`src/sv/smft_pkg.sv`:
```
// Shared types and constants of the sync marker format tally.
package smft_pkg;

   localparam int TABLE_ENTRIES = 32;
   localparam int SLOT_W        = (TABLE_ENTRIES > 1) ? $clog2(TABLE_ENTRIES) : 1;
   localparam int WIN_LEN       = 8;
   localparam int HIST_LEN      = WIN_LEN - 1;
   localparam int FILL_W        = $clog2(HIST_LEN + 1);

   localparam logic [7:0]  SYNC_BYTE = 8'hff;
   localparam logic [7:0]  ZERO_BYTE = 8'h00;
   localparam logic [31:0] COUNT_MAX = 32'hffff_ffff;

   typedef struct packed {
      logic              valid;
      logic [15:0]       code;
      logic [31:0]       total;
      logic              found;
      logic              added;
      logic [SLOT_W-1:0] slot;
      logic [31:0]       count;
   } token_type;

   function automatic logic [31:0] sat_inc(input logic [31:0] value);
      sat_inc = (value == COUNT_MAX) ? value : value + 32'd1;
   endfunction

endpackage

```
`src/sv/smft_window.sv`:
```
// Byte history, marker detection and marker total; issues one token per cycle while adv is high.
module smft_window (
   input  logic                  clock,
   input  logic                  reset,
   input  logic                  adv,
   input  logic                  take,
   input  logic [7:0]            data_byte,
   input  logic                  packet_end,
   output smft_pkg::token_type   tok_out
);

   logic [7:0]                  hist_ff [smft_pkg::HIST_LEN];
   logic [smft_pkg::FILL_W-1:0] fill_ff;
   logic [smft_pkg::FILL_W-1:0] fill_in;
   logic [31:0]                 total_ff;
   logic [31:0]                 total_in;
   smft_pkg::token_type         tok_ff;
   smft_pkg::token_type         tok_in;
   logic                        marker;

   assign marker = take && (fill_ff == smft_pkg::FILL_W'(smft_pkg::HIST_LEN)) &&
                   (hist_ff[0] == smft_pkg::ZERO_BYTE) &&
                   (hist_ff[1] == smft_pkg::ZERO_BYTE) &&
                   (hist_ff[2] == smft_pkg::SYNC_BYTE) &&
                   (hist_ff[3] == smft_pkg::SYNC_BYTE);

   always_comb begin
      total_in = marker ? smft_pkg::sat_inc(total_ff) : total_ff;
      if (!take) begin
         fill_in = fill_ff;
      end else if (packet_end) begin
         fill_in = '0;
      end else if (fill_ff == smft_pkg::FILL_W'(smft_pkg::HIST_LEN)) begin
         fill_in = fill_ff;
      end else begin
         fill_in = fill_ff + 1'b1;
      end
      tok_in       = '0;
      tok_in.valid = marker;
      tok_in.code  = {data_byte, hist_ff[smft_pkg::HIST_LEN-1]};
      tok_in.total = total_in;
   end

   always_ff @(posedge clock) begin
      if (reset) begin
         fill_ff      <= '0;
         total_ff     <= '0;
         tok_ff.valid <= 1'b0;
      end else if (adv) begin
         fill_ff  <= fill_in;
         total_ff <= total_in;
         tok_ff   <= tok_in;
      end
   end

   always_ff @(posedge clock) begin
      if (take) begin
         for (int i = 0; i < smft_pkg::HIST_LEN - 1; i++) begin
            hist_ff[i] <= hist_ff[i+1];
         end
         hist_ff[smft_pkg::HIST_LEN-1] <= data_byte;
      end
   end

   assign tok_out = tok_ff;

endmodule

```
`config.mk`:
```
export PLATFORM = sky130hd
export DESIGN_NAME = smft_window
export DESIGN_NICKNAME = d
export VERILOG_FILES = /design/src/sv/smft_pkg.sv /design/src/sv/smft_window.sv
export SDC_FILE = /design/constraint.sdc
export NUM_CORES = 1
export LEC_CHECK = 0
export ABC_AREA = 1
export BUFFER_PORTS_ARGS = -buffer_cell sky130_fd_sc_hd__buf_2
export CAP_MARGIN = 20
export CORE_ASPECT_RATIO = 1.4
export CORE_UTILIZATION = 45
export DETAILED_ROUTE_END_ITERATION = 10
export PLACE_DENSITY = 0.66
export SLEW_MARGIN = 5
export SYNTH_ARGS = -nofsm -noshare
export SYNTH_HDL_FRONTEND = slang
export SYNTH_SLANG_ARGS = --single-unit
```
`constraint.sdc`:
```
create_clock -name clock -period 8.8 [get_ports clock]
set_input_delay 0.88 -clock clock [delete_from_list [all_inputs] [get_ports clock]]
set_output_delay 0.88 -clock clock [all_outputs]
set_load 0.02 [all_outputs]
```
**Word-level counts from Yosys, hierarchy flattened**

Memory sizes are Yosys's and may differ from the RTL's.
Cells that the tools add are included.
W data, S select, Z words.

- Register bits: 84
- RAM bits: 56
- Bits of input ports: 13
- Logic and storage cells: 29
- Memories: 1

Memory list:

| name | words | width | rd ports | clocked after memory_dff | write ports | RTL line | RTL |
|---|---|---|---|---|---|---|---|
| hist_ff | 7 | 8 | 7 | 0 | 7 | smft_window.sv:12 | `logic [7:0] hist_ff [smft_pkg::HIST_LEN];` |

- Add/subtract/negate cells: 2
- Equality and inequality tests: 5
- Multiplexer cells: 6
- Bitwise gates (word level): 1
- Reductions and logical operators: 9

Operator list:

| kind | number |
|---|---|
| $mux W32 | 2 |
| $add A32 B1 Y32 const B | 1 |
| $eq A32 B32 Y1 const B | 1 |
| $eq A8 B8 Y1 const B | 2 |
| $logic_not A8 Y1 | 2 |
| $mux W3 | 2 |
| $logic_and A1 B1 Y1 | 5 |
| $add A3 B1 Y3 const B | 1 |
| $eq A3 B3 Y1 const B | 1 |
| $reduce_and A3 Y1 | 1 |
| $mux W1 | 2 |
| $ne A2 B2 Y1 const B | 1 |
| $reduce_and A2 Y1 | 1 |
| $not A1 Y1 | 1 |

**Depth between registers and ports, before layout**

- Word-level depth: 7
- Depth in mapped cells: 13
- Gate-level depth less buffers: 12

**Worst setup path before layout**

OpenSTA, ideal clock, no wires.

- Kind: input-to-reg
- Start point: input adv
- End point: register tok_ff, in the netlist tok_out[39], enable pin
- Library setup time: 0.454 ns
- Data arrival time: 3.502 ns
- Path slack: 4.844 ns
- Stages on the path: 4
- Buffers on the path: 2
- Cell sequence: clkbuf_1 inv_1 clkbuf_1 nor2_1

- Cells in the longest elaborated chain, start to end: 1

Ends and longest elaborated chain:

| what | RTL line | RTL |
|---|---|---|
| start: declaration | smft_window.sv:5 | `input logic adv,` |
| $reduce_and A2 Y1 (no line) | n/a |  |
| end signal: assignment | smft_window.sv:52 | `tok_ff <= tok_in;` |
| end: declaration | smft_window.sv:17 | `smft_pkg::token_type tok_ff;` |

Every way passes these cells.
A chain may end at the register's enable or synchronous reset.

==> flow_summary.ini <==
[layout]
final_cell_mix = 247 x nand2_1, 104 x edfxtp_1, 73 x nor2_1
finalNonFillerCells = 1002
fin_nets = 820
syn_to_final_growth_pct = 14.69
layout_commonest_cell = nand2_1
drive_gt1_share_pct = 14.44
diodes = 0
design_area_sq_mm = 0.007541

[clock_tree]
cts_tree = yes
path_clk_slew_ps = 60
clk_latency_ps = 420
cts_repair_resize_count = 0
cts_made_buffers = 17
ctsHoldBuffers = 0
clock-root-buffer = clkbuf_16
cts_max_level = 4
numClockSinks = 140
cts_setup_buffers = 0
cts_buffer_depth = 2

[sta]
maxSlewHeadroom_pct = 47.23
max_freq_mhz = 383.6
final_hold_viol_count = 0
hold_slack_ps = 421.3
slew_violations = 0
rsz0062_at_grt = false
setup-violations-final = 0
tns_ps = 0
fin_crit_ps = 2607
tightest_slew_ps = 791.6
skew_ps = 6.616
period_share_pct = 29.62

[setup_path]
critPathSlowestCell = buf_4
r2r-start = total_ff[0]$_SDFFE_PP0P_
criticalPathCategory = in2reg
cp_top_family = simple AND/OR/NAND/NOR gates
cp.arrival_ps = 2770
slowest_delay_ps = 530
critPathBufInv = 3
r2r_end = total_ff[29]$_SDFFE_PP0P_
startpoint_type = input pin
crit_top_cell = nand2_1
reg2reg_setup_slack_ps = 6220
ff2ff_path_depth = 11
required_ps = 8970
path_cells = buf_2 > buf_4 > nand2_1 > nand3b_1 > nor2_1 > nand2_1 > buf_8 > nand2_1 > nand2_1
end_kind = flip-flop
critPathMaxFanout = 58

[min_path]
hp-class = reg2reg
min_to = hist_ff[4][4]$_DFFE_PP_
min_path_cells = 0
worstHoldStart = hist_ff[5][4]$_DFFE_PP_

[yosys]
synth_top_area_share_pct = 47.50
yosys_warnings = 0
synth_top_cell_by_area = edfxtp_1
seq_area_frac_synth_pct = 58.46
synthesis.area_sq_mm = 0.006575
synth.avg_cell_area_sq_um = 8.897
synthCells = 739
synth_area_leaders = edfxtp_1 47%, nand2_1 14%, dfxtp_1 11%, nand3_1 5.5%, buf_4 4.5%
synth-seq-cells = 140
ys_types = 28

[drt]
drtAntennaViolNets = 0
drt_iter0_markers = 370
wire_per_inst_um = 13.14
drc = 0
drt-total-wl_mm = 13.17
drt_pass1_iterations = 6
num_vias = 4807
viasPerCell = 4.797

[global_route]
grt.total_usage_pct = 17.93
met2_usage_pct = 31.20
grt_first_pass_wirelength_mm = 21.18
grt_start_max_net_pins = 59
met3_usage_pct = 3.863
grt_pass1_vias = 4393
overflow = 0
antenna_found_initial = 0
grt_use_met1_pct = 21.84
busiest_layer = met2

[die]
ios = 101
core-area_sq_mm = 0.01410
die_height_um = 145.0
rows = 51
chipWidth_um = 104.2
dieArea_sq_mm = 0.01511
initial_utilization_pct = 46.62

[run_status]
status = finished, final reports clean

[placed_design]
dpl_cell_area_sq_mm = 0.006909
gp_congestion = 0.8779
dp.cells = 969
port_buffers = 61
hpwl_mm = 8.664

[power]
p_per_area_mw_per_mm2 = 215.9
peakVddDrop_mv = 0.1597
power.leakage_uw = 0.003339

[job]
drv_cap = 0
## state kept, by name, summed over array words and instances (netlist names)
signal,flops
total_ff,32
hist_ff,56
fill_ff,3
tok_out,49
## cell usage after synthesis, drive strengths merged
cell type and instances:
clkbuf 11, o21bai 1, o21ai 8, buf 48
and2 2, nand2 249, a21oi 35, nand4 2
inv 73, edfxtp 104, conb 1, nand3b 2
nand3 83, dfxtp 36, or2 1, nor2 78
ha 3, nor3 2
## stage by stage
stage,setup WS [ps],power [uW],utilization (%)
2_1_floorplan,4844,875.5,-
3_3_place_gp,5528,896.0,48.99
3_5_place_dp,5476,897.9,48.99
4_1_cts,5912,1643,53.37
5_1_grt,6002,1685,53.47
6_report,6193,1628,53.47
## routing by layer
layer,up-vias,share of wire [%]
li1,2452,-
met4,0,1.2
met2,148,50
met5,-,0
met3,11,4.6
met1,2196,44
## worst reg2reg max path, stage by stage, from the launching register on
cell and delay (ps):
dfxtp_1 450, ha_1 350, inv_2 130, nor2_8 180, nand2_4 90, nor2_4 120, nand3_2 600, nand3_1 350
nand2_1 100, nand3_1 80, nand2_1 50, inv_1 40
## logic make-up after synthesis
family          share of synthesized area (%)
flops                                   58.46
simple gates                            27.35
compound gates                          3.387
buf+inv                                 10.18
other cells                           0.05703
fa+ha+maj                              0.5709
## worst max path at each step
stage                             start                   endpoint  slack, ps  depth (start not counted)
6_report                           take      tok_out[59]$_DFFE_PP_       6190                          9
5_1_grt        total_ff[0]$_SDFFE_PP0P_  total_ff[29]$_SDFFE_PP0P_       6000                         11
4_1_cts                            take      tok_out[49]$_DFFE_PP_       5910                          8
3_5_place_dp                       take      tok_out[41]$_DFFE_PP_       5480                          8
3_3_place_gp                       take      tok_out[61]$_DFFE_PP_       5530                          8
2_1_floorplan                       adv      tok_out[39]$_DFFE_PP_       4840                          4
## cell type report
cell class                      instances  area (sq um)
Fill cell                            1306          6561
Sequential cell                       140          3844
Multi-Input combinational cell        505          2217
Clock buffer                           17         425.4
Timing Repair Buffer                   67         357.8
Inverter                               73         274.0
Tap cell                              185         231.5
Clock inverter                         15         191.4
## report_power, final
part	switching (uW)	internal [uW]
combinational	78.9	31.6
sequential	22.8	751
clock	309	435
total	411	1220
No activity file was read; power rests on OpenSTA's default activity.
