===== src/sv/smft_pkg.sv =====
// Shared types and constants of the sync marker format tally.
package smft_pkg;

   localparam int TABLE_ENTRIES = 32;
   localparam int SLOT_W        = (TABLE_ENTRIES > 1) ? $clog2(TABLE_ENTRIES) : 1;
   localparam int WIN_LEN       = 8;
   localparam int HIST_LEN      = WIN_LEN - 1;
   localparam int FILL_W        = $clog2(HIST_LEN + 1);

   localparam logic [7:0]  SYNC_BYTE = 8'hff;
   localparam logic [7:0]  ZERO_BYTE = 8'h00;
   localparam logic [31:0] COUNT_MAX = 32'hffff_ffff;

   typedef struct packed {
      logic              valid;
      logic [15:0]       code;
      logic [31:0]       total;
      logic              found;
      logic              added;
      logic [SLOT_W-1:0] slot;
      logic [31:0]       count;
   } token_type;

   function automatic logic [31:0] sat_inc(input logic [31:0] value);
      sat_inc = (value == COUNT_MAX) ? value : value + 32'd1;
   endfunction

endpackage


===== src/sv/smft_cell.sv =====
// One table slot: holds a code and its count, updates the passing token.
module smft_cell (
   input  logic                        clock,
   input  logic                        reset,
   input  logic                        adv,
   input  logic [smft_pkg::SLOT_W-1:0] index,
   input  smft_pkg::token_type         tok_in,
   output smft_pkg::token_type         tok_out
);

   logic                valid_ff;
   logic [15:0]         code_ff;
   logic [31:0]         count_ff;
   logic [31:0]         count_inc;
   logic                hit;
   logic                alloc;
   smft_pkg::token_type tok_ff;
   smft_pkg::token_type tok_next;

   assign count_inc = smft_pkg::sat_inc(count_ff);
   assign hit   = tok_in.valid && !tok_in.found && valid_ff && (code_ff == tok_in.code);
   assign alloc = tok_in.valid && !tok_in.found && !valid_ff;

   always_comb begin
      tok_next = tok_in;
      if (hit) begin
         tok_next.found = 1'b1;
         tok_next.slot  = index;
         tok_next.count = count_inc;
      end else if (alloc) begin
         tok_next.found = 1'b1;
         tok_next.added = 1'b1;
         tok_next.slot  = index;
         tok_next.count = 32'd1;
      end
   end

   always_ff @(posedge clock) begin
      if (reset) begin
         valid_ff     <= 1'b0;
         tok_ff.valid <= 1'b0;
      end else if (adv) begin
         tok_ff <= tok_next;
         if (alloc) begin
            valid_ff <= 1'b1;
         end
      end
   end

   always_ff @(posedge clock) begin
      if (adv && hit) begin
         count_ff <= count_inc;
      end else if (adv && alloc) begin
         code_ff  <= tok_in.code;
         count_ff <= 32'd1;
      end
   end

   assign tok_out = tok_ff;

endmodule


===== config.mk =====
export PLATFORM = sky130hd
export DESIGN_NAME = smft_cell
export DESIGN_NICKNAME = d
export VERILOG_FILES = /design/src/sv/smft_pkg.sv /design/src/sv/smft_cell.sv
export SDC_FILE = /design/constraint.sdc
export NUM_CORES = 1
export LEC_CHECK = 0
export BUFFER_PORTS_ARGS = -buffer_cell sky130_fd_sc_hd__buf_2
export CORE_UTILIZATION = 46
export CTS_CLUSTER_DIAMETER = 150
export DETAILED_ROUTE_END_ITERATION = 8
export GPL_TIMING_DRIVEN = 0
export PLACE_DENSITY_LB_ADDON = 0.1
export REMOVE_ABC_BUFFERS = 1
export SYNTH_ARGS = -nofsm -noshare
export SYNTH_HDL_FRONTEND = slang
export SYNTH_SLANG_ARGS = --single-unit

===== constraint.sdc =====
create_clock -name clock -period 5.2 [get_ports clock]
set_clock_uncertainty 0.2 [all_clocks]
set_input_delay 0.78 -clock clock [delete_from_list [all_inputs] [get_ports clock]]
set_output_delay 0.78 -clock clock [all_outputs]
set_load 0.05 [all_outputs]

# Word-level counts from Yosys, hierarchy flattened
# Index checks and enable logic that the tools add are counted.
# totals
reg_bits	137
in_bits	96
out_inout_bits	88
elab_cells	34
# classes
n_addsub	1
eq_ne	2
mux	6
bitwise	2
reduce_logical	13
# ops
cell	n
32-bit two-way mux	3
38-bit two-way mux	1
37-bit two-way mux	1
32-bit by 1-bit adder with 32-bit output, second input constant	1
32-bit equality test, second input constant	1
16-bit equality test	1
1-bit logical AND	6
2-bit AND reduction	3
1-bit zero test	2
1-bit NOT	2
2-bit nonzero test	1
2-bit OR reduction	1
1-bit two-way mux	1

# Longest topological paths before layout
# depth
word_depth	7
depth_mapped	9
mapped_depth_nobuf	7

# Worst setup path after synthesis
# No wires, ideal clock.
# synth_timing
path_kind	input port to flip-flop
start	input port reset
end	register tok_ff, in the netlist tok_out[0] (enable)
setup_ns	0.545
t_arrival_ns	4.655
required_time_ns	4.455
setup_slack_ns	-0.200
stages	1
path_buffers	0
cell_sequence	nor2b_1
# synth_via
elab_chain_len	2
# synth_lines
element	line	rtl
start, declared	smft_cell.sv:4	input logic reset,
1-bit NOT (no line)	n/a	
2-bit AND reduction (no line)	n/a	
end signal, assigned	smft_cell.sv:43	tok_ff <= tok_next;
end, declared	smft_cell.sv:17	smft_pkg::token_type tok_ff;
# Every way passes these cells.
# A chain may end at the register's enable or synchronous reset.

# Final worst setup path
# layout_timing
start	input port tok_in[80] (netlist name)
end	register count_ff[19] (enable)
# layout_via
elab_chain_len	4
# layout_lines
element	line	rtl
start, declared	smft_cell.sv:7	input smft_pkg::token_type tok_in,
16-bit equality test	smft_cell.sv:21	assign hit = tok_in.valid && !tok_in.found && valid_ff && (code_ff == tok_in.code);
1-bit logical AND	smft_cell.sv:21	
1-bit logical AND	smft_cell.sv:51	if (adv && hit) begin
2-bit nonzero test (no line)	n/a	
end signal, assigned	smft_cell.sv:52	count_ff <= count_inc;
end, declared	smft_cell.sv:13	logic [31:0] count_ff;
# Every way passes these cells.

==> run_summary.xml <==
<?xml version="1.0" encoding="UTF-8"?>
<metrics>
  <group name="outcome">
    <metric name="outcome" unit="">complete, no violations</metric>
  </group>
  <group name="worst_setup_path">
    <metric name="critical-path-slowest-cell" unit="">sky130_fd_sc_hd__or3_2</metric>
    <metric name="r2r_setup_slk" unit="ps">1740</metric>
    <metric name="buffers_inverters_on_critical_path" unit="">2</metric>
    <metric name="crit_path_start" unit="">tok_in[80]</metric>
    <metric name="critical_path_required" unit="ps">5040</metric>
    <metric name="category_of_cells_accounting_for_the_largest_share_of_critical_path_delay" unit="">simple AND/OR/NAND/NOR gates</metric>
    <metric name="setup.worst_path.class" unit="">in2reg</metric>
    <metric name="critical-path-max-stage-delay" unit="ps">760</metric>
    <metric name="path_depth" unit="">8</metric>
    <metric name="r2r-start" unit="">code_ff[9]</metric>
    <metric name="chain_of_cells_forming_the_critical_path" unit="">buf_2, xor2_1, nor4_1, nand4_1, or3_2, buf_16, nand2_2, and2_2</metric>
    <metric name="path_max_fanout" unit="">32</metric>
    <metric name="worst_setup_path_end_kind" unit="">register</metric>
    <metric name="worstRegToRegCells" unit="">7</metric>
    <metric name="critical_path_arrival" unit="ps">3420</metric>
    <metric name="type_of_element_launching_the_critical_path" unit="">input pin</metric>
  </group>
  <group name="synthesis">
    <metric name="synth-async-reset-ratio" unit="%">0</metric>
    <metric name="synth_common_cells" unit="">135 x sky130_fd_sc_hd__edfxtp_1, 44 x sky130_fd_sc_hd__nor2_1, 40 x sky130_fd_sc_hd__nand3_1</metric>
    <metric name="post_synth_fa_ha_maj_area_fraction" unit="%">0.220</metric>
    <metric name="share_of_the_synthesized_area_in_compound_gates_ao_oa_aoi_oai" unit="%">3.47</metric>
    <metric name="netlist.top_cell.by_area" unit="">sky130_fd_sc_hd__edfxtp_1</metric>
    <metric name="main_area_contributors_after_synthesis" unit="">sky130_fd_sc_hd__edfxtp_1 71%, sky130_fd_sc_hd__nand3_1 3.5%, sky130_fd_sc_hd__xnor2_1 3.4%</metric>
    <metric name="number_of_enable_type_register_cells_in_the_synthesized_netlist" unit="">135</metric>
    <metric name="synth_xor_area_share" unit="%">6.16</metric>
    <metric name="share_of_the_yosys_chip_area_belonging_to_registers" unit="%">71.9</metric>
    <metric name="synthesis.yosys.warnings" unit="">0</metric>
    <metric name="synth_cells" unit="">403</metric>
    <metric name="yosys.cell_count.top_type" unit="">sky130_fd_sc_hd__edfxtp_1</metric>
    <metric name="yosysUniqueCellTypes" unit="">40</metric>
    <metric name="muxShareOfSynthArea" unit="%">2.57</metric>
    <metric name="synth_area" unit="um^2">5690</metric>
    <metric name="yosys.area.top_type_share" unit="%">71.2</metric>
    <metric name="synth_area_per_cell" unit="um^2">14.1</metric>
    <metric name="number_of_register_bits_inferred_by_synthesis" unit="">137</metric>
    <metric name="main_combinational_cell_family_by_area_after_synthesis" unit="">simple AND/OR/NAND/NOR gates</metric>
    <metric name="synth-simple-area-share" unit="%">13.9</metric>
    <metric name="synth_flop_cell" unit="">sky130_fd_sc_hd__edfxtp_1</metric>
  </group>
  <group name="clock_tree">
    <metric name="clkLatencyLatePin" unit="ps">420</metric>
    <metric name="numCtsBuffers" unit="">17</metric>
    <metric name="cts_tree" unit="">yes</metric>
    <metric name="cts_post_setup_buffers_inserted" unit="">0</metric>
    <metric name="cts_htree_levels" unit="">4</metric>
    <metric name="cts_root_buf" unit="">sky130_fd_sc_hd__clkbuf_16</metric>
    <metric name="cts.clk_slew.worst_paths" unit="ps">60</metric>
    <metric name="ctsHoldBuffers" unit="">0</metric>
    <metric name="cts.sinks" unit="">137</metric>
    <metric name="cts_buffer_depth" unit="">2</metric>
    <metric name="cts_repair_resize_count" unit="">0</metric>
  </group>
  <group name="power_and_ir_drop">
    <metric name="power.net_switching" unit="mW">0.669</metric>
    <metric name="ir_drop" unit="mV">0.254</metric>
    <metric name="share_clk_of_total_power" unit="%">42.0</metric>
    <metric name="internal_power_of_the_cells" unit="mW">2.05</metric>
    <metric name="post-layout-total-power" unit="mW">2.72</metric>
    <metric name="swShare" unit="%">24.6</metric>
    <metric name="power.share.combinational" unit="%">10.7</metric>
    <metric name="seq_power_share" unit="%">47.3</metric>
    <metric name="power.density" unit="nW/um^2">370</metric>
    <metric name="leak_pwr" unit="nW">2.91</metric>
  </group>
  <group name="route">
    <metric name="drt-wirelength-per-cell" unit="um">15.4</metric>
    <metric name="route.final.wire_length" unit="um">11600</metric>
    <metric name="detail_route.iter0.violations" unit="">166</metric>
    <metric name="drtPass1Iterations" unit="">4</metric>
    <metric name="vias_per_cell" unit="">5.05</metric>
    <metric name="dr_total_vias" unit="">3793</metric>
    <metric name="drc" unit="">0</metric>
    <metric name="detail-route-antenna-nets" unit="">0</metric>
  </group>
  <group name="timing">
    <metric name="unrepaired_setup_endpoints_after_global_routing" unit="">false</metric>
    <metric name="final_worst_path_setup_slack" unit="ps">1630</metric>
    <metric name="timing_max_transition_violations_final" unit="">0</metric>
    <metric name="fin_crit" unit="ps">3570</metric>
    <metric name="relSlewSlack" unit="%">26.9</metric>
    <metric name="final_hold_violating_endpoints" unit="">0</metric>
    <metric name="transition_time_of_the_tightest_slew_check_pin" unit="ps">1090</metric>
    <metric name="finalCritPeriodShare" unit="%">68.7</metric>
    <metric name="fmax" unit="MHz">280</metric>
    <metric name="finalSetupViolCount" unit="">0</metric>
  </group>
  <group name="layout">
    <metric name="n_antenna_cell" unit="">0</metric>
    <metric name="nets" unit="">688</metric>
    <metric name="area_delta_synth_final" unit="%">29.2</metric>
    <metric name="utilization" unit="%">61.2</metric>
    <metric name="drive_above_1_share" unit="%">37.7</metric>
  </group>
  <group name="global_route">
    <metric name="first_global_vias" unit="">3610</metric>
    <metric name="grt_util_all_layers" unit="%">18.6</metric>
    <metric name="wire_length_of_the_first_global_routing_pass" unit="um">17800</metric>
    <metric name="grt_max_degree" unit="">38</metric>
    <metric name="antenna_found_initial" unit="">0</metric>
    <metric name="global_route.overflow_total" unit="">0</metric>
  </group>
  <group name="place">
    <metric name="placement.setup.worst_slack" unit="ps">1130</metric>
    <metric name="io_buffer_count" unit="">183</metric>
    <metric name="detail_placement_hpwl" unit="um">8270</metric>
    <metric name="place_congestion" unit="">0.766</metric>
  </group>
  <group name="die">
    <metric name="core_area" unit="um^2">12000</metric>
    <metric name="ioPinCount" unit="">184</metric>
    <metric name="placement_rows" unit="">40</metric>
    <metric name="floorplan.initialDensity" unit="%">47.4</metric>
    <metric name="die_h" unit="um">113</metric>
    <metric name="die_area" unit="um^2">12800</metric>
    <metric name="die_boundary_width" unit="um">113</metric>
  </group>
  <group name="hold_path">
    <metric name="hold_path.class" unit="">reg2reg</metric>
    <metric name="min-delay-start" unit="">tok_out[87]</metric>
    <metric name="holdPathStages" unit="">2</metric>
  </group>
  <group name="flow_run">
    <metric name="max_cap_viol_count" unit="">0</metric>
  </group>
</metrics>
==> tightest hold or removal path, stage by stage, from the launching register on <==
cell                      delay, ps
sky130_fd_sc_hd__dfxtp_1        320
sky130_fd_sc_hd__mux2i_1         70
sky130_fd_sc_hd__nor2_1          70
==> final timing paths <==
check / endpoint
setup / recovery: count_ff[19]
hold / removal: tok_out[87]
setup reg to reg: count_ff[19]
hold reg to reg: tok_out[87]
==> area by class of cell <==
cell class                 count  area [um^2]
multi-input combinational    244         1510
clock buffer                  20          437
clock inverter                12          128
tap                          147          184
fill                        1012         4660
inverter                       5         18.8
timing repair buffer         186          983
sequential                   137         4090
==> stage by stage <==
step / TNS, ps / std cells / area, um^2 / hold slack, ps
2_1_floorplan: -17390 / 386 / 5610 / 277
3_3_place_gp: -165470 / 716 / 6710 / 271
3_5_place_dp: 0 / 719 / 6790 / 289
4_1_cts: 0 / 751 / 7350 / 309
5_1_grt: 0 / 751 / 7350 / 323
6_report: 0 / 751 / 7350 / 299
==> cell usage in the layout (no fill, tap or decap), types with 9 or more instances in the layout <==
cell type                   count
sky130_fd_sc_hd__buf_2        183
sky130_fd_sc_hd__nand3_1       40
sky130_fd_sc_hd__mux2i_1        9
sky130_fd_sc_hd__xor2_1        18
sky130_fd_sc_hd__nand2_1       21
sky130_fd_sc_hd__xnor2_1       22
sky130_fd_sc_hd__o21ai_1       27
sky130_fd_sc_hd__clkbuf_16     17
sky130_fd_sc_hd__nor2_1        44
sky130_fd_sc_hd__edfxtp_1     135
==> logic make-up after synthesis <==
logic type	count (synthesis)
simple gates	153
flops	137
xor+xnor	40
compound gates	36
buf+inv	22
mux	14
fa+ha+maj	1
==> power by group through the flow <==
stage / Sequential, mW / Combinational [mW] / Clock (mW)
after floorplan: 1.46 / 0.0531 / 0
after global placement: 1.31 / 0.284 / 0
after detailed placement: 1.31 / 0.292 / 0
after CTS: 1.29 / 0.293 / 1.16
after global routing: 1.29 / 0.307 / 1.21
final: 1.29 / 0.290 / 1.14
==> flip-flops by register name, summed over array words and instances (netlist names) <==
name / flops
count_ff: 32
valid_ff: 1
code_ff: 16
tok_out: 88
==> routing by layer <==
metal	vias to the layer above	routed length (um)	track usage, %
li1	1873	-	-
met1	1795	5080	22.6
met2	107	5640	30.2
met3	18	654	5.84
met4	0	212	8.77
met5	-	0	0
Power figures use the tool's default switching activity.
